**config.mk**
```make
export PLATFORM = sky130hd
export DESIGN_NAME = push_switch_gesture_decoder_core_flat
export DESIGN_NICKNAME = d
export VERILOG_FILES = /design/src/design/psgd_pkg.sv /design/src/design/psgd_poll_if.sv /design/src/design/psgd_report_if.sv /design/src/design/push_switch_gesture_decoder_core.sv /design/src/flat_wrapper.sv
export SDC_FILE = /design/constraint.sdc
export NUM_CORES = 1
export LEC_CHECK = 0
export ABC_AREA = 0
export BUFFER_PORTS_ARGS = -buffer_cell sky130_fd_sc_hd__clkbuf_2
export CAP_MARGIN = 25
export CORE_ASPECT_RATIO = 1.4
export CORE_UTILIZATION = 35
export CTS_BUF_LIST = sky130_fd_sc_hd__clkbuf_8
export DETAILED_ROUTE_END_ITERATION = 12
export HOLD_SLACK_MARGIN = 0.1
export PLACE_DENSITY_LB_ADDON = 0.1
export SYNTH_ARGS = -nofsm -noshare
export SYNTH_HDL_FRONTEND = slang
export SYNTH_SLANG_ARGS = --single-unit
```
**constraint.sdc**
```tcl
create_clock -name clk -period 2.9 [get_ports clk]
set_clock_uncertainty 0.15 [all_clocks]
set_input_delay 0.145 -clock clk [delete_from_list [all_inputs] [get_ports clk]]
set_output_delay 0.145 -clock clk [all_outputs]
set_load 0.01 [all_outputs]
```
**src/design/psgd_pkg.sv**
```systemverilog
// Shared constants and types for the push-switch gesture decoder.
package psgd_pkg;

    localparam int NUM_SWITCHES_DEF    = 9;
    localparam int HOLD_COUNT_BITS_DEF = 16;

    localparam int HOLD_TICKS_W = 16;
    localparam int CHORD_W      = 9;
    localparam int DIP_W        = 8;
    localparam int CODE_W       = 10;
    localparam int LEVEL_W      = 2;
    localparam int GESTURE_W    = 4;

    localparam int APB_ADDR_W = 3;
    localparam int APB_DATA_W = 32;

    localparam logic [HOLD_TICKS_W-1:0] HOLD_TICKS_RESET = 16'd200;
    localparam logic [CHORD_W-1:0]      CHORD_MASK_RESET = 9'h028;

    // Single switches two through nine map onto consecutive gesture codes.
    localparam int SINGLE_FIRST = 2;
    localparam int SINGLE_LAST  = 9;

    localparam logic [CODE_W-1:0] CODE_VOL_DOWN = 10'd114;
    localparam logic [CODE_W-1:0] CODE_VOL_UP   = 10'd115;
    localparam logic [CODE_W-1:0] CODE_BACK     = 10'd158;

    localparam logic [LEVEL_W-1:0] LEVEL_RELEASE = 2'd0;

    localparam logic [GESTURE_W-1:0] G_UNDEF    = 4'd0;
    localparam logic [GESTURE_W-1:0] G_SHORT    = 4'd1;
    localparam logic [GESTURE_W-1:0] G_LONG     = 4'd2;
    localparam logic [GESTURE_W-1:0] G_KEY_BASE = 4'd3;
    localparam logic [GESTURE_W-1:0] G_CHORD    = 4'd11;
    localparam logic [GESTURE_W-1:0] G_VOL_DOWN = 4'd12;
    localparam logic [GESTURE_W-1:0] G_VOL_UP   = 4'd13;
    localparam logic [GESTURE_W-1:0] G_BACK     = 4'd14;
    localparam logic [GESTURE_W-1:0] G_RESET    = 4'd15;

    typedef enum logic [0:0] {
        REG_HOLD_TICKS = 1'b0,
        REG_CHORD_MASK = 1'b1
    } cfg_reg_t;

    typedef enum logic [2:0] {
        PH_IDLE   = 3'd0,
        PH_KEY    = 3'd1,
        PH_DIP    = 3'd2,
        PH_CHORD  = 3'd3,
        PH_SINGLE = 3'd4,
        PH_HOLD   = 3'd5,
        PH_UNDEF  = 3'd6
    } phase_t;

endpackage

```
**src/design/psgd_poll_if.sv**
```systemverilog
// Handshake channel carrying one poll sample word.
interface psgd_poll_if
    import psgd_pkg::*;
#(
    parameter int SW_BITS = NUM_SWITCHES_DEF
) ();
    logic                valid;
    logic                ready;
    logic [SW_BITS-1:0]  switch_bits;
    logic [DIP_W-1:0]    dip_level;
    logic                event_valid;
    logic [CODE_W-1:0]   event_code;
    logic [LEVEL_W-1:0]  event_level;

    modport source (
        output valid, switch_bits, dip_level, event_valid, event_code, event_level,
        input  ready
    );

    modport sink (
        input  valid, switch_bits, dip_level, event_valid, event_code, event_level,
        output ready
    );
endinterface

```
**src/design/psgd_report_if.sv**
```systemverilog
// Handshake channel carrying one gesture report word.
interface psgd_report_if
    import psgd_pkg::*;
();
    logic                 valid;
    logic                 ready;
    logic [GESTURE_W-1:0] gesture;

    modport source (
        output valid, gesture,
        input  ready
    );

    modport sink (
        input  valid, gesture,
        output ready
    );
endinterface

```
**src/design/push_switch_gesture_decoder_core.sv**
```systemverilog
// Top level of the push-switch gesture decoder: input stage, decode logic, report register.
//
// The poll channel takes one word per sample: switch levels, DIP byte and an
// optional key event. The report channel returns a gesture word when a gesture
// completes, which is usually on release; most samples produce no word at all.
// Two registers, hold_ticks (byte address 0) and chord_mask (byte address 4),
// sit on the APB port; the user must write them only while the decoder is idle, as the block does not enforce it.
//
// A sample is registered on acceptance and decoded when it leaves the input
// register, where the gesture state is updated and any report is loaded into
// the output register. One sample is accepted per cycle while no report is
// stalled; the single decode stage between the input register and the report
// register sets that rate.
//
// If the receiver stalls with a report pending, the input stage takes at most
// one more sample and then holds ready low until the report is taken.
// Reset clears the gesture state, empties both stages and restores the
// register defaults (hold_ticks 200, chord_mask 0x28).
module push_switch_gesture_decoder_core
    import psgd_pkg::*;
#(
    parameter int NUM_SWITCHES    = NUM_SWITCHES_DEF,
    parameter int HOLD_COUNT_BITS = HOLD_COUNT_BITS_DEF
) (
    input  logic                  clk,
    input  logic                  rst_n,
    input  logic                  psel,
    input  logic                  penable,
    input  logic                  pwrite,
    input  logic [APB_ADDR_W-1:0] paddr,
    input  logic [APB_DATA_W-1:0] pwdata,
    output logic [APB_DATA_W-1:0] prdata,
    output logic                  pready,
    psgd_poll_if.sink             poll,
    psgd_report_if.source         report
);

    localparam logic [NUM_SWITCHES-1:0] SW_ONE =
        {1'b1, {(NUM_SWITCHES-1){1'b0}}};
    localparam logic [HOLD_COUNT_BITS-1:0] HOLD_MAX = '1;
    localparam int CMP_W = (HOLD_COUNT_BITS > HOLD_TICKS_W) ? HOLD_COUNT_BITS
                                                             : HOLD_TICKS_W;

    // Configuration registers
    logic [HOLD_TICKS_W-1:0] hold_ticks_reg;
    logic [CHORD_W-1:0]      chord_mask_reg;
    logic                    cfg_write;
    cfg_reg_t                cfg_sel;

    // Input stage
    logic                    s1_valid_reg;
    logic [NUM_SWITCHES-1:0] s1_bits_reg;
    logic [DIP_W-1:0]        s1_dip_reg;
    logic                    s1_ev_reg;
    logic [CODE_W-1:0]       s1_code_reg;
    logic [LEVEL_W-1:0]      s1_level_reg;
    logic                    advance;

    // Gesture state
    phase_t                     phase_reg,   phase_next;
    logic [NUM_SWITCHES-1:0]    held_mask_reg, held_mask_next;
    logic [GESTURE_W-1:0]       pending_reg, pending_next;
    logic [HOLD_COUNT_BITS-1:0] hold_count_reg, hold_count_next;

    // Report register
    logic                 out_valid_reg, out_valid_next;
    logic [GESTURE_W-1:0] out_gesture_reg;

    logic                    emit;
    logic [GESTURE_W-1:0]    emit_g;
    logic [NUM_SWITCHES-1:0] chord;
    logic                    chord_hit;
    logic                    single_hit;
    logic [GESTURE_W-1:0]    single_g;
    logic                    extra_press;
    logic                    long_hold;

    // ------------------------------------------------------------------
    // APB register file
    // ------------------------------------------------------------------
    assign pready    = 1'b1;
    assign cfg_sel   = cfg_reg_t'(paddr[2]);
    assign cfg_write = psel && penable && pwrite;

    always_ff @(posedge clk or negedge rst_n)
    begin
        if (!rst_n)
        begin
            hold_ticks_reg <= HOLD_TICKS_RESET;
            chord_mask_reg <= CHORD_MASK_RESET;
        end
        else if (cfg_write)
        begin
            unique case (cfg_sel)
                REG_HOLD_TICKS: hold_ticks_reg <= pwdata[HOLD_TICKS_W-1:0];
                REG_CHORD_MASK: chord_mask_reg <= pwdata[CHORD_W-1:0];
            endcase
        end
    end

    always_comb
    begin
        unique case (cfg_sel)
            REG_HOLD_TICKS: prdata = APB_DATA_W'(hold_ticks_reg);
            REG_CHORD_MASK: prdata = APB_DATA_W'(chord_mask_reg);
        endcase
    end

    // ------------------------------------------------------------------
    // Input stage
    // ------------------------------------------------------------------
    assign advance    = s1_valid_reg && (!out_valid_reg || report.ready);
    assign poll.ready = !s1_valid_reg || advance;

    always_ff @(posedge clk or negedge rst_n)
    begin
        if (!rst_n)
            s1_valid_reg <= 1'b0;
        else if (poll.ready)
            s1_valid_reg <= poll.valid;
    end

    always_ff @(posedge clk)
    begin
        if (poll.ready && poll.valid)
        begin
            s1_bits_reg  <= poll.switch_bits;
            s1_dip_reg   <= poll.dip_level;
            s1_ev_reg    <= poll.event_valid;
            s1_code_reg  <= poll.event_code;
            s1_level_reg <= poll.event_level;
        end
    end

    // ------------------------------------------------------------------
    // Decode
    // ------------------------------------------------------------------
    assign chord       = NUM_SWITCHES'(chord_mask_reg);
    assign chord_hit   = (chord != '0) && (s1_bits_reg == chord);
    assign extra_press = (s1_bits_reg | held_mask_reg) != held_mask_reg;
    assign long_hold   = CMP_W'(hold_count_reg) >= CMP_W'(hold_ticks_reg);

    // Switches two through nine alone; switches above nine are not matched.
    always_comb
    begin
        single_hit = 1'b0;
        single_g   = G_UNDEF;
        for (int k = SINGLE_FIRST; k <= SINGLE_LAST; k++)
        begin
            if (s1_bits_reg == (SW_ONE >> (k - 1)))
            begin
                single_hit = 1'b1;
                single_g   = G_KEY_BASE + GESTURE_W'(k - SINGLE_FIRST);
            end
        end
    end

    always_ff @(posedge clk or negedge rst_n)
    begin
        if (!rst_n)
        begin
            phase_reg      <= PH_IDLE;
            held_mask_reg  <= '0;
            pending_reg    <= G_UNDEF;
            hold_count_reg <= '0;
        end
        else
        begin
            phase_reg      <= phase_next;
            held_mask_reg  <= held_mask_next;
            pending_reg    <= pending_next;
            hold_count_reg <= hold_count_next;
        end
    end

    always_comb
    begin
        phase_next      = phase_reg;
        held_mask_next  = held_mask_reg;
        pending_next    = pending_reg;
        hold_count_next = hold_count_reg;
        emit            = 1'b0;
        emit_g          = G_UNDEF;

        if (advance)
        begin
            unique case (phase_reg)
                PH_IDLE:
                begin
                    if (s1_ev_reg)
                    begin
                        // A known key code waits for its release; others report undefined.
                        if (s1_code_reg == CODE_VOL_DOWN)
                        begin
                            pending_next = G_VOL_DOWN;
                            phase_next   = PH_KEY;
                        end
                        else if (s1_code_reg == CODE_VOL_UP)
                        begin
                            pending_next = G_VOL_UP;
                            phase_next   = PH_KEY;
                        end
                        else if (s1_code_reg == CODE_BACK)
                        begin
                            pending_next = G_BACK;
                            phase_next   = PH_KEY;
                        end
                        else
                            emit = 1'b1;
                    end
                    else if (s1_dip_reg == '0)
                        phase_next = PH_DIP;
                    else if (s1_bits_reg != '0)
                    begin
                        if (chord_hit)
                        begin
                            phase_next     = PH_CHORD;
                            held_mask_next = s1_bits_reg;
                        end
                        else if (s1_bits_reg == SW_ONE)
                        begin
                            phase_next      = PH_HOLD;
                            held_mask_next  = s1_bits_reg;
                            hold_count_next = '0;
                        end
                        else if (single_hit)
                        begin
                            phase_next     = PH_SINGLE;
                            held_mask_next = s1_bits_reg;
                            pending_next   = single_g;
                        end
                        else
                            emit = 1'b1;
                    end
                end
                PH_KEY:
                begin
                    if (s1_ev_reg && (s1_level_reg == LEVEL_RELEASE))
                    begin
                        emit       = 1'b1;
                        emit_g     = pending_reg;
                        phase_next = PH_IDLE;
                    end
                end
                PH_DIP:
                begin
                    if (s1_dip_reg != '0)
                    begin
                        emit       = 1'b1;
                        emit_g     = G_RESET;
                        phase_next = PH_IDLE;
                    end
                end
                PH_SINGLE:
                begin
                    if (chord_hit)
                    begin
                        phase_next     = PH_CHORD;
                        held_mask_next = chord;
                    end
                    else if (extra_press)
                        phase_next = PH_UNDEF;
                    else if (s1_bits_reg == '0)
                    begin
                        emit       = 1'b1;
                        emit_g     = pending_reg;
                        phase_next = PH_IDLE;
                    end
                end
                PH_CHORD:
                begin
                    if (extra_press)
                        phase_next = PH_UNDEF;
                    else if (s1_bits_reg == '0)
                    begin
                        emit       = 1'b1;
                        emit_g     = G_CHORD;
                        phase_next = PH_IDLE;
                    end
                end
                PH_HOLD:
                begin
                    if (extra_press)
                        phase_next = PH_UNDEF;
                    else if (s1_bits_reg == '0)
                    begin
                        emit       = 1'b1;
                        emit_g     = long_hold ? G_LONG : G_SHORT;
                        phase_next = PH_IDLE;
                    end
                    else if (hold_count_reg != HOLD_MAX)
                        hold_count_next = hold_count_reg + 1'b1;
                end
                PH_UNDEF:
                begin
                    if (s1_bits_reg == '0)
                    begin
                        emit       = 1'b1;
                        phase_next = PH_IDLE;
                    end
                end
                default:
                    phase_next = PH_IDLE;
            endcase
        end
    end

    // ------------------------------------------------------------------
    // Report register
    // ------------------------------------------------------------------
    assign out_valid_next = advance ? emit : (out_valid_reg && !report.ready);

    always_ff @(posedge clk or negedge rst_n)
    begin
        if (!rst_n)
            out_valid_reg <= 1'b0;
        else
            out_valid_reg <= out_valid_next;
    end

    always_ff @(posedge clk)
    begin
        if (advance && emit)
            out_gesture_reg <= emit_g;
    end

    assign report.valid   = out_valid_reg;
    assign report.gesture = out_gesture_reg;

    // ------------------------------------------------------------------
    // Assertions
    // ------------------------------------------------------------------
    a_hold_mask: assert property (@(posedge clk) disable iff (!rst_n)
        (phase_reg == PH_HOLD) |-> (held_mask_reg == SW_ONE))
        else $error("hold gesture tracks a mask other than switch one");

    a_key_pending: assert property (@(posedge clk) disable iff (!rst_n)
        (phase_reg == PH_KEY) |-> ((pending_reg == G_VOL_DOWN) ||
                                   (pending_reg == G_VOL_UP) ||
                                   (pending_reg == G_BACK)))
        else $error("key wait holds a gesture that is not a key code");

    a_chord_mask: assert property (@(posedge clk) disable iff (!rst_n)
        (phase_reg == PH_CHORD) |-> (held_mask_reg != '0))
        else $error("chord gesture with an empty held mask");

    a_stall_cause: assert property (@(posedge clk) disable iff (!rst_n)
        !poll.ready |-> (s1_valid_reg && out_valid_reg && !report.ready))
        else $error("poll channel stalled without a pending report");

    a_no_emit_on_stall: assert property (@(posedge clk) disable iff (!rst_n)
        (out_valid_reg && !report.ready) |=> $stable(phase_reg))
        else $error("gesture state moved while the report was stalled");

endmodule
```
**src/flat_wrapper.sv**
```systemverilog
// flat-port wrapper written by rule: the top's interface ports become plain ports
module push_switch_gesture_decoder_core_flat import psgd_pkg::*;
#(
    parameter int NUM_SWITCHES    = NUM_SWITCHES_DEF,
    parameter int HOLD_COUNT_BITS = HOLD_COUNT_BITS_DEF
)
  (clk, rst_n, psel, penable, pwrite, paddr, pwdata, prdata, pready, poll_valid, poll_switch_bits, poll_dip_level, poll_event_valid, poll_event_code, poll_event_level, poll_ready, report_valid, report_gesture, report_ready);
  psgd_poll_if poll_i ();
  psgd_report_if report_i ();
  input  logic clk;
  input  logic rst_n;
  input  logic psel;
  input  logic penable;
  input  logic pwrite;
  input  logic [APB_ADDR_W-1:0] paddr;
  input  logic [APB_DATA_W-1:0] pwdata;
  output logic [APB_DATA_W-1:0] prdata;
  output logic pready;
  input wire logic [$bits(poll_i.valid)-1:0] poll_valid;
  input wire logic [$bits(poll_i.switch_bits)-1:0] poll_switch_bits;
  input wire logic [$bits(poll_i.dip_level)-1:0] poll_dip_level;
  input wire logic [$bits(poll_i.event_valid)-1:0] poll_event_valid;
  input wire logic [$bits(poll_i.event_code)-1:0] poll_event_code;
  input wire logic [$bits(poll_i.event_level)-1:0] poll_event_level;
  output wire logic [$bits(poll_i.ready)-1:0] poll_ready;
  output wire logic [$bits(report_i.valid)-1:0] report_valid;
  output wire logic [$bits(report_i.gesture)-1:0] report_gesture;
  input wire logic [$bits(report_i.ready)-1:0] report_ready;
  assign poll_i.valid = poll_valid;
  assign poll_i.switch_bits = poll_switch_bits;
  assign poll_i.dip_level = poll_dip_level;
  assign poll_i.event_valid = poll_event_valid;
  assign poll_i.event_code = poll_event_code;
  assign poll_i.event_level = poll_event_level;
  assign poll_ready = poll_i.ready;
  assign report_valid = report_i.valid;
  assign report_gesture = report_i.gesture;
  assign report_i.ready = report_ready;
  push_switch_gesture_decoder_core #(.NUM_SWITCHES(NUM_SWITCHES), .HOLD_COUNT_BITS(HOLD_COUNT_BITS)) u_core (.clk(clk), .rst_n(rst_n), .psel(psel), .penable(penable), .pwrite(pwrite), .paddr(paddr), .pwdata(pwdata), .prdata(prdata), .pready(pready), .poll(poll_i), .report(report_i));
endmodule
```
== Word-level counts from Yosys, hierarchy flattened ==
Index checks and enable logic that the tools add are counted.
Storage, ports and cells
  flip-flop bits (word level): 93
  output and inout bits: 39
  logic and storage cells: 175
Operators by class
  eq/ne operators: 40
  muxes and demuxes: 86
  $lt $le $gt $ge: 1
  add/subtract/negate cells: 1
  reduce and logical (&&, ||, !) cells: 31
  bitwise logic cells: 2
Operators by type and width (count)
  $mux 16: 8
  $mux 4: 21
  $pmux 32 s2: 1
  $mux 9: 7
  $mux 3: 18
  $pmux 16 s2: 1
  $mux 1: 24
  $eq 10x7->1 const B: 2
  $pmux 4 s5: 1
  $ne 2x1->1 const B: 9
  $pmux 3 s6: 1
  $pmux 9 s2: 1
  $reduce_bool 9->1: 2
  $add 16x1->16 const B: 1
  $ge 16x16->1: 1
  $ne 16x16->1 const B: 1
  $eq 10x8->1 const B: 1
  $ne 2x2->1 const B: 5
  $reduce_and 10->1: 1
  $eq 3x3->1 const B: 3
  $eq 9x1->1 const B: 1
  $eq 9x2->1 const B: 1
  $eq 9x3->1 const B: 1
  $eq 9x4->1 const B: 1
  31 further kinds: 48

== Depth between registers and ports, before layout ==
Gate-level depths: netlist of run 1.
  word-level depth: 18
  gate-level depth with buffers: 9
  depth with buffers taken out: 8

== Least setup slack after synthesis of run 1 ==
OpenSTA, ideal clock, no wires.
  kind: flip-flop to flip-flop
  start: reg u_core.s1_bits_reg[7]
  end: reg u_core.out_gesture_reg[0], in the netlist u_core.report.gesture[0] (enable)
  period minus slack after synthesis: 2.605 ns
  library setup time: 0.361 ns
  arrival: 2.094 ns
  data required time: 2.389 ns
  buffers on the path: 1
  path slack: 0.295 ns
  stages on the path, launching flop included: 8
  cells stage by stage: edfxtp_1 > buf_2 > or2_0 > nor3b_1 > o31ai_1 > nand2_1 > or4b_2 > o21ai_0
On the way
  word-level cells in the longest chain between the ends: 18
  elaborated cells between the ends (all ways): 35
  those cells by class: eq/ne: 11; mux: 19; bitwise: 1; reduce/logical: 4
Ends and longest elaborated chain
  start: declaration: RTL line push_switch_gesture_decoder_core.sv:52  | logic [NUM_SWITCHES-1:0] s1_bits_reg;
  start signal: assignment: RTL line push_switch_gesture_decoder_core.sv:127  | s1_bits_reg <= poll.switch_bits;
  $eq 9x8->1: RTL line push_switch_gesture_decoder_core.sv:150  | if (s1_bits_reg == (SW_ONE >> (k - 1)))
  $mux 1 (8 in series): RTL line push_switch_gesture_decoder_core.sv:150
  $mux 1: RTL line push_switch_gesture_decoder_core.sv:226  | else if (single_hit)
  $mux 1: RTL line push_switch_gesture_decoder_core.sv:220  | else if (s1_bits_reg == SW_ONE)
  $mux 1: RTL line push_switch_gesture_decoder_core.sv:215  | if (chord_hit)
  $mux 1: RTL line push_switch_gesture_decoder_core.sv:213  | else if (s1_bits_reg != '0)
  $mux 1: RTL line push_switch_gesture_decoder_core.sv:211  | else if (s1_dip_reg == '0)
  $mux 1: RTL line push_switch_gesture_decoder_core.sv:190  | if (s1_ev_reg)
  $pmux 1 s6 (*): RTL line push_switch_gesture_decoder_core.sv:187  | unique case (phase_reg)
  $mux 1 (*): RTL line push_switch_gesture_decoder_core.sv:185  | if (advance)
  $logic_and 1x1->1 (*): RTL line push_switch_gesture_decoder_core.sv:323  | if (advance && emit)
  end signal: assignment: RTL line push_switch_gesture_decoder_core.sv:324  | out_gesture_reg <= emit_g;
  end: declaration: RTL line push_switch_gesture_decoder_core.sv:67  | logic [GESTURE_W-1:0] out_gesture_reg;
Every way passes the cells marked *; elsewhere a longest branch is shown, timed or not.
A chain may end at the register's enable or synchronous reset.

== Worst setup path in the final report of run 1 ==
  start: reg u_core.s1_bits_reg[8]
  end: reg u_core.phase_reg[0]
On the way
  word-level cells in the longest chain between the ends: 11
  elaborated cells between the ends (all ways): 35
  those cells by class: eq/ne: 13; mux: 17; bitwise: 1; reduce/logical: 4
Ends and longest elaborated chain
  $eq 9x8->1: RTL line push_switch_gesture_decoder_core.sv:150
  $mux 1 (8 in series): RTL line push_switch_gesture_decoder_core.sv:150
  $ne 6x1->1 (no line)
  $reduce_and 6->1 (no line)
  end signal: assignment: RTL line push_switch_gesture_decoder_core.sv:169  | phase_reg <= phase_next;
  end: declaration: RTL line push_switch_gesture_decoder_core.sv:60  | phase_t phase_reg, phase_next;
Several ways; a longest one is shown, not always the timed one. The select of a mux whose other input is x is not followed.

==> results, run 1 <==
- The dominant register cell in the synthesized netlist is sky130_fd_sc_hd__dfrtp_1.
- The total wirelength of the detailed-routed design is 13200 um.
- In the synthesized netlist, the cells that appear most often are sky130_fd_sc_hd__dfrtp_1, sky130_fd_sc_hd__edfxtp_1, sky130_fd_sc_hd__mux2_2.
- The fraction of the cycle the final worst path needs is 94.4%.
- The total grt overflow is 0.
- After synthesis the netlist holds a flip-flop and latch count of between 90 and 100.
- The slowest stage cell on the critical path is sky130_fd_sc_hd__or4_4.
- Synthesis handed over a netlist of 507 instances.
- The detail route stage leaves a number of antenna-violating nets equal to 0.
- The total length of routed met2 wires is 7220 um.
- The largest fanout of any net on the critical path is 7.
- The count of distinct cell types in the synthesized netlist is between 60 and 70.
- The repair_antennas step left the layout with diodes totalling 0.
- The uppermost signal routing layer after detailed routing is met4.
- Of all cell types, the one taking the most synthesized area is sky130_fd_sc_hd__dfrtp_1.
- The final count of hold timing violations is 0.
- The slew at the pin closest to its max-slew limit is about 0.73 ns.
- The share of cells above drive strength 1 is about a quarter.
- The via count of the first global-routing pass is around 4400.
- The worst hold path belongs to the class in -> async.
- The proportion of register bits with asynchronous set or reset after synthesis is between 60% and 70%.
- The final critical-path required period is about 2.7 ns.
- Once layout is complete, the utilization of the core stands at 45.9%.
- The number of buffers on the longest clock path is 2.
- The total count of max-transition violations in the final report is 0.
- The worst setup path is launched from a flip-flop.
- For this run, the top clock speed supported by timing is 0.365 GHz.
- The critical path class is reg -> reg.
- The die extent in y is between 100 and 150 um.
- The largest stage delay on the critical path is a little under 0.6 ns.
- TritonCTS built the clock tree.
- The overall power is 0.00403 W.
- Prior to clock tree synthesis, the placed netlist has a worst setup slack of ~0.068 ns.
- The Yosys warning count is 0.
- The worst pin sits at a relative slew slack of 51.3%.
- The synthesized area per cell is between 10 and 15 sq um.
- The areal power density over the cells is about 600 nW/um^2.
- By area the synthesized netlist is led by sky130_fd_sc_hd__dfrtp_1, sky130_fd_sc_hd__edfxtp_1, sky130_fd_sc_hd__mux2_2, sky130_fd_sc_hd__ha_1, sky130_fd_sc_hd__dfstp_2.
- The area of the core is 14600 sq um.
- The flow ran to the end, and the final reports show no timing, DRC or antenna violations.
- The mapped netlist covers around 5300 sq um.
- Setup repair after global routing left no endpoint under its margin.
- Across the run, the number of max-cap violations was 0.
- The maximum level of the CTS H-tree is 3.
- The clock tree root buffer cell is sky130_fd_sc_hd__clkbuf_8.
- Adding up every negative setup slack in the final design gives 0 ns.
- The area share of the largest cell type after synthesis is approximately a quarter.
- Sequential cells were found to cover approximately 47% of the synthesized design area.
- Walking the worst path, the cells encountered are or4_4, or3_1, buf_4, and3_1, a221o_1, mux2_2.
- At the worst endpoint, the arrival time is ~2.8 ns.
- Summed over all nets, the half-perimeter wirelength after detailed placement is about 9800 um.
- Dividing the detail-routed wire length by the instance count gives 15.6 um.
- The later pin in the worst-skew pair is clocked with a latency of around 0.37 ns.
- The initial antenna violation count is 0.
- Using the TritonRoute via totals, the vias-per-cell ratio works out to 5.11.
- The clock transition time at the flip-flop clock pins of the worst setup and hold paths is approximately 0.10 ns.
- The number of design rule violations left after detail routing is 0.
- The top cell family by delay on the critical path is simple AND/OR/NAND/NOR gates.
- The first detailed-routing pass ran for 4 iterations.
- The total clock buffers created by CTS is 9.
- The top-level port count is between 100 and 150.
- Entering global routing, the biggest net connects 31 pins.
- Global routing used roughly 18% of the available tracks.
- Across the VDD grid, the largest voltage drop is 260 uV.
- The horizontal die dimension is about 110 um.
- The number of nets in the finished design is 740.
- The worst endpoint required time is ~3 ns.
- The met3 layer wire length in the routed design is 288 um.
- The floorplan step defined a die boundary enclosing 15700 sq um.
- In the post-synthesis netlist, the cell with the most instances is sky130_fd_sc_hd__dfrtp_1.
- The area growth from synthesis to final layout is 26.7%.
- The slack of the critical path is between 0.15 and 0.2 ns.
- In this run, the number of DRC markers left after iteration 0 of detailed routing was 200.
- Input and output buffers added on the ports amount to between 70 and 80.
- The first-pass GRT wire length is ~21000 um.
- The weighted congestion reported at the end of routability-driven placement is around 0.8.
- The buffering stage count on the worst path with inverters included is 1.
- The analysis attributes to cell leakage a power of between 2 and 3 nW.
- The initial utilization of the core area, before any placement, comes to approximately 36%.
- Setup violations remaining at the end of the flow were counted as 0.
- The kind of capture point of the worst setup path is a flip-flop.
- The routed layout has roughly 4300 vias.
- For this block, wires on met1 add up to ~5300 um.
- The row count is 52.
- The tree built by TritonCTS fans out to 93 sinks.
- In this run, synthesis inferred 34 flip-flops with an integrated enable.
- Once the clock tree was built, the setup fixing pass inserted 0 buffers.
per-stage QoR:
| stage | hold slack (ns) | area (sq um) | cells |
|---|---|---|---|
| 6_report | 0.205 | 6730 | 845 |
| 5_1_grt | 0.255 | 6730 | 845 |
| 4_1_cts | 0.219 | 6730 | 845 |
| 3_5_place_dp | 0.0935 | 6000 | 779 |
| 3_3_place_gp | 0.0857 | 6000 | 779 |
| 2_1_floorplan | -0.301 | 5370 | 522 |
area by class of cell:
cell class              instances  area (sq um)
clock buffers                   9           124
clock inverters                 7          96.3
fillers                      1407          7910
inverters                      28           105
multi-input cells             358          2500
flip-flops and latches         93          2500
well taps                     189           236
repair buffers                161          1160
report_power, final:
part | switching (W) | total [W] | internal [W]
Sequential | 0.000184 | 0.00179 | 0.00161
Combinational | 0.000641 | 0.00126 | 0.000617
Clock | 0.000486 | 0.000978 | 0.000491
Total | 0.00131 | 0.00403 | 0.00272
kinds of logic (layout without fill, tap and decap cells):
kind of cell | after synthesis | in the layout | share of synthesized area [%]
xor+xnor | 15 | 15 | 2.47
mux | 48 | 48 | 10.2
simple gates | 159 | 159 | 16.7
flops | 93 | 93 | 47.1
fa+ha+maj | 17 | 17 | 4.01
buf+inv | 71 | 205 | 6.81
other cells | 2 | 17 | 0.141
compound gates | 102 | 102 | 12.6
path summary, 6_finish.rpt:
check                           cells past startpoint                                  from                                     to  slack [ns]
min in group clk                                    2                   poll_switch_bits[8]        u_core.s1_bits_reg[8]$_DFFE_PP_        0.33
worst min register to register                      1  u_core.hold_ticks_reg[2]$_DFFE_PN0P_   u_core.hold_ticks_reg[2]$_DFFE_PN0P_        0.37
worst max-delay path                                6       u_core.s1_bits_reg[8]$_DFFE_PP_        u_core.phase_reg[0]$_DFFE_PN0P_        0.16
worst max register to register                      6       u_core.s1_bits_reg[8]$_DFFE_PP_        u_core.phase_reg[0]$_DFFE_PN0P_        0.16
max in group asynchronous                           3                                 rst_n   u_core.hold_ticks_reg[3]$_DFFE_PN1P_        1.61
worst min-delay path                                2                                 rst_n  u_core.hold_ticks_reg[11]$_DFFE_PN0P_        0.21
repair_timing:
item | 4_1_cts | 5_1_grt
setup endpoints to repair | 0 | 9
gates resized for setup | 0 | 2
hold buffers | 50 | 0
hold endpoints to repair | 83 | 0
routing by layer:
metal	global-route usage, %	vias up
met3	2.69	24
li1	-	2130
met4	7.22	0
met2	33.3	94
met5	0	-
met1	19.2	2068
cell usage in the layout, fill, tap and decap left out, drive strengths merged, types with 6 or more instances in the layout:
cell type	Yosys	layout
a211oi	8	8
a21oi	23	23
a31oi	6	6
and3	7	7
buf	27	36
clkbuf	16	84
conb	2	17
dfrtp	54	54
dlygate4sd3	0	50
edfxtp	34	34
ha	17	17
inv	28	32
mux2	35	35
mux2i	13	13
nand2	28	28
nand3	13	13
nand4	13	13
nor2	25	25
nor3	15	15
nor4	9	9
o21ai	27	27
o31ai	10	10
or3	8	8
or4	9	9
xnor2	11	11
Power figures use the tool's default switching activity.
==> run 2: changes to the inputs <==
ABC_AREA = 1   (was 0)
==> results, run 2 <==
- The worst path meets setup with 0.533 ns of slack.
- The beginning of the worst register-to-register path is u_core.hold_count_reg[1]$_DFFE_PN0P_.
- The global router's overall resource usage is between 15 and 20%.
- The power share of the sequential group is between 40% and 50%.
- The largest fanout of any net on the critical path is 32.
- Timing would allow up to roughly 0.42 GHz.
- The proportion of register bits with asynchronous set or reset after synthesis is about 63%.
- The HPWL after detailed placement is 10500 um.
- The dominant register cell in the synthesized netlist is sky130_fd_sc_hd__dfrtp_1.
- The count of distinct cell types in the synthesized netlist is 44.
- The die extent in y is 153 um.
- The most numerous cell on the critical path is sky130_fd_sc_hd__nand2_1.
- For this configuration, the core starts out at a cell density of a little over a third.
- The maximum level of the CTS H-tree is 3.
- The global-route track usage on met2 is ~31%.
- The fill cell instance count of the final layout is roughly 1600.
- The instance count of the mapped netlist is around 700.
- The post-cts resize count is 0.
- During I/O placement, the number of pins put on the boundary was between 100 and 150.
- The final count of hold timing violations came to 0.
- The post-synthesis instance area is 5680 sq um.
- The die is ~110 um wide.
- Setup repair after global routing left no endpoint under its margin.
- The number of clock sinks seen by CTS is 93.
- The fraction of met1 tracks used by global routing is between 20% and 30%.
- The number of synthesized flops with an enable pin is 34.
- The count of buffers from port buffering is 75.
- The area of the core is 15700 sq um.
- The worst endpoint required time is roughly 3.1 ns.
- TritonCTS built the clock tree.
- In this run, CTS created clock tree buffers numbering 9.
- The post-route netlist has 22.4% of its cells at a drive strength greater than 1.
- The area of the multi-input gates is approximately 2700 sq um.
- After routing the design area is roughly 6900 sq um.
- Counting flops and latches in the post-synthesis netlist gives 93.
- The total wirelength of the detailed-routed design is 13800 um.
- The total internal power is approximately 0.0025 W.
- Sequential cells were found to cover 44.1% of the synthesized design area.
- The row count is 54.
- The portion of total power attributed to combinational logic is 34.6%.
- The floorplan step defined a die boundary enclosing roughly 17000 sq um.
- After synthesis, the mean cell area works out to approximately 7.9 sq um.
- Walking the worst path, the cells encountered are ha_1, nand3_2, nor2_1, nand4_1, o21ai_1, nand2_1, nand3_4, nand2_1, o21ai_2.
- For the final routed database, the setup TNS stands at 0 ns.
- The via count of the first global-routing pass is ~4800.
- Setup violations remaining at the end of the flow were counted as 0.
- In the global route stage, met3 resource usage came out at 3.85%.
- The first TritonRoute pass finished after 5 iterations.
- Leaving out fill and tap cells, the most frequent cell in the layout is sky130_fd_sc_hd__nand2_1.
- By count the netlist is led by sky130_fd_sc_hd__nand2_1, sky130_fd_sc_hd__inv_1, sky130_fd_sc_hd__nor2_1.
- The beginning of the critical path is u_core.hold_count_reg[1]$_DFFE_PN0P_.
- The worst hold slack after final layout is between 0.2 and 0.25 ns.
- For the pin with the worst max-slew slack, the measured transition is 0.935 ns.
- Of the total power, the clock network draws about a fifth.
- The initial antenna violation count is 0.
- Summing the areas of all and, or, nand and nor instances in the mapped netlist gives 32.8% of the synthesized area.
- Counting I/O delays and the setup requirement, the final critical path takes 2.37 ns.
- After synthesis, the cell types taking the most area are sky130_fd_sc_hd__dfrtp_1, sky130_fd_sc_hd__edfxtp_1, sky130_fd_sc_hd__nand2_1, sky130_fd_sc_hd__nand3_1, sky130_fd_sc_hd__inv_1.
- The leakage power is between 3 and 4 nW.
- The flow ran to the end, and the final reports show no timing, DRC or antenna violations.
- The worst setup path is of the reg -> reg kind.
- The final design utilization is approximately 44%.
- The multiplexer share of the synthesized area is 0%.
- The area share of the largest cell type after synthesis is between 20% and 30%.
- For this run, the post-layout net count is roughly 930.
- The number of diodes added for antenna fixing is 0.
- The slowest stage of the critical path belongs to the cell sky130_fd_sc_hd__dfrtp_1.
- The final route contains 4940 vias.
- The most common cell in the synthesized netlist is sky130_fd_sc_hd__nand2_1.
- The weighted congestion reported at the end of routability-driven placement is 0.942.
- The switching share of power is 38.8%.
- The analysis attributes to net switching a power of roughly 0.0016 W.
- The largest single stage delay on the critical path is around 0.42 ns.
- The first global-routing pass estimated ~23000 um of wire.
- The worst setup path is captured at a flip-flop.
- Compared with the post-synthesis result, the final layout area differs by 21.8%.
- The top cell types in the final layout, fill and taps aside, are sky130_fd_sc_hd__nand2_1, sky130_fd_sc_hd__clkbuf_2, sky130_fd_sc_hd__inv_1.
- Measured against its own limit, the worst slew margin works out to a little under two fifths.
- The longest clock path from root to sink contains 2 buffers.
- The total count of max-transition violations in the final report is 0.
- The number of design rule violations left after detail routing is 0.
- Yosys printed 0 warnings.
- The post-detailed-route via-to-cell ratio is about 4.7.
- The number of violations of the max-capacitance limit is 0.
- The maximum ir drop on the vdd rail is between 300 and 400 uV.
- The clock tree root buffer cell is sky130_fd_sc_hd__clkbuf_8.
- Entering global routing, the biggest net connects 33 pins.
- Summing the areas of all compound-gate instances in the mapped netlist gives ~8.9% of the synthesized area.
- The initial detailed-routing violation count is roughly 270.
- The final routed wire length divided by cell count is 13.2 um.
- For this run the aggregate overflow at the end of global routing stands at 0.
- The share of synthesized cell area in full adder, half adder and majority cells is under 10%.
- The arrival time at the worst endpoint is 2.51 ns.
- Of the available clock period, the critical path in the final layout requires 81.6%.
- The post-placement setup slack is 0.545 ns.
- Summed over all instances, the cell type with the most area after synthesis is sky130_fd_sc_hd__dfrtp_1.
- In this run the cell area measured after placement is between 6000 and 7000 sq um.
- The xor/xnor cell area share of the yosys netlist is less than 1%.
- The worst hold-check path type is in -> async.
- Across the whole layout, storage elements account for 2500 sq um.
- Clock-pin slew was measured on the worst setup and hold paths at 0.10 ns.
- By area, the combinational part of the netlist is dominated by simple AND/OR/NAND/NOR gates.
- The global routing stage identified its most utilized layer as met2.
- The clock latency of the later-clocked register in the worst-skew pair is about 0.39 ns.
- The remaining antenna violation count is 0.
- The kind of start point of the critical path is a flip-flop.
- The areal power density over the cells is roughly 600 nW/um^2.
[run 2: changes by cell type in the layout (fill, tap and decap cells not counted), sizes merged, moves of 8 or more]
cell    delta
a211oi     -8
buf       -29
inv       +59
mux2      -35
mux2i     -13
nand2    +194
nand3     +47
nor2      +41
o21ai     +34
o31ai     -10
or3        -8
or4        -9
xnor2     -11
[run 2: repair_timing]
item | CTS | global route
hold buffers | 51 | 0
endpoints found under the hold margin | 83 | 0
buffers inserted | 0 | 0
[run 2: final timing paths]
| path | endpoint | slack, ns | cells after the start |
|---|---|---|---|
| setup reg to reg | u_core.hold_count_reg[7]$_DFFE_PN0P_ | 0.53 | 9 |
| min in group clk | u_core.s1_bits_reg[3]$_DFFE_PP_ | 0.31 | 2 |
| hold / removal | u_core.hold_ticks_reg[12]$_DFFE_PN0P_ | 0.23 | 2 |
| hold reg to reg | u_core.held_mask_reg[1]$_DFFE_PN0P_ | 0.33 | 2 |
| max in group asynchronous | u_core.report.valid$_DFF_PN0_ | 1.70 | 3 |
| setup / recovery | u_core.hold_count_reg[7]$_DFFE_PN0P_ | 0.53 | 9 |
[run 2: cell families (layout without fill, tap and decap cells)]
group | Yosys count | after routing
adders and majority gates | 17 | 17
and+or+nand+nor | 396 | 396
buffers and inverters | 119 | 238
xor gates and xnor gates | 4 | 4
AOI/OAI and AO/OA | 84 | 84
other | 2 | 17
DFF | 93 | 93
[run 2: critical path, delay by kind of cell (launching register included)]
kind	cells	cell delay [ns]
and+or+nand+nor	6	1.11
adders and majority gates	1	0.32
DFF	1	0.42
AOI/OAI and AO/OA	2	0.26
[run 2: cell type report]
class / count / share of cell area [%]
multi-input combinational: 518 / 38.8
sequential: 93 / 36.2
timing repair buffer: 133 / 13.8
inverter: 89 / 4.90
tap: 196 / 3.55
clock buffer: 9 / 1.79
clock inverter: 7 / 1.01
[run 2: routing by layer]
layer  part of all wire [%]  up-vias
met4                    3.5        0
li1                       -     2540
met3                    3.1       31
met1                     41     2268
met2                     52      101
met5                      0        -
[run 2: power by group through the flow]
stage	combinational, W	sequential [W]	clock [W]
6_report	0.00142	0.00181	0.000877
5_1_grt	0.00162	0.00185	0.000961
4_1_cts	0.00144	0.00181	0.000912
3_5_place_dp	0.00138	0.00184	0
3_3_place_gp	0.00136	0.00183	0
2_1_floorplan	0.00106	0.00180	0
[run 2: through the flow]
| stage | instances | power (W) |
|---|---|---|
| 2_1_floorplan | 730 | 0.00286 |
| 3_3_place_gp | 978 | 0.00319 |
| 3_5_place_dp | 978 | 0.00321 |
| 4_1_cts | 1045 | 0.00416 |
| 5_1_grt | 1045 | 0.00443 |
| 6_report | 1045 | 0.00412 |
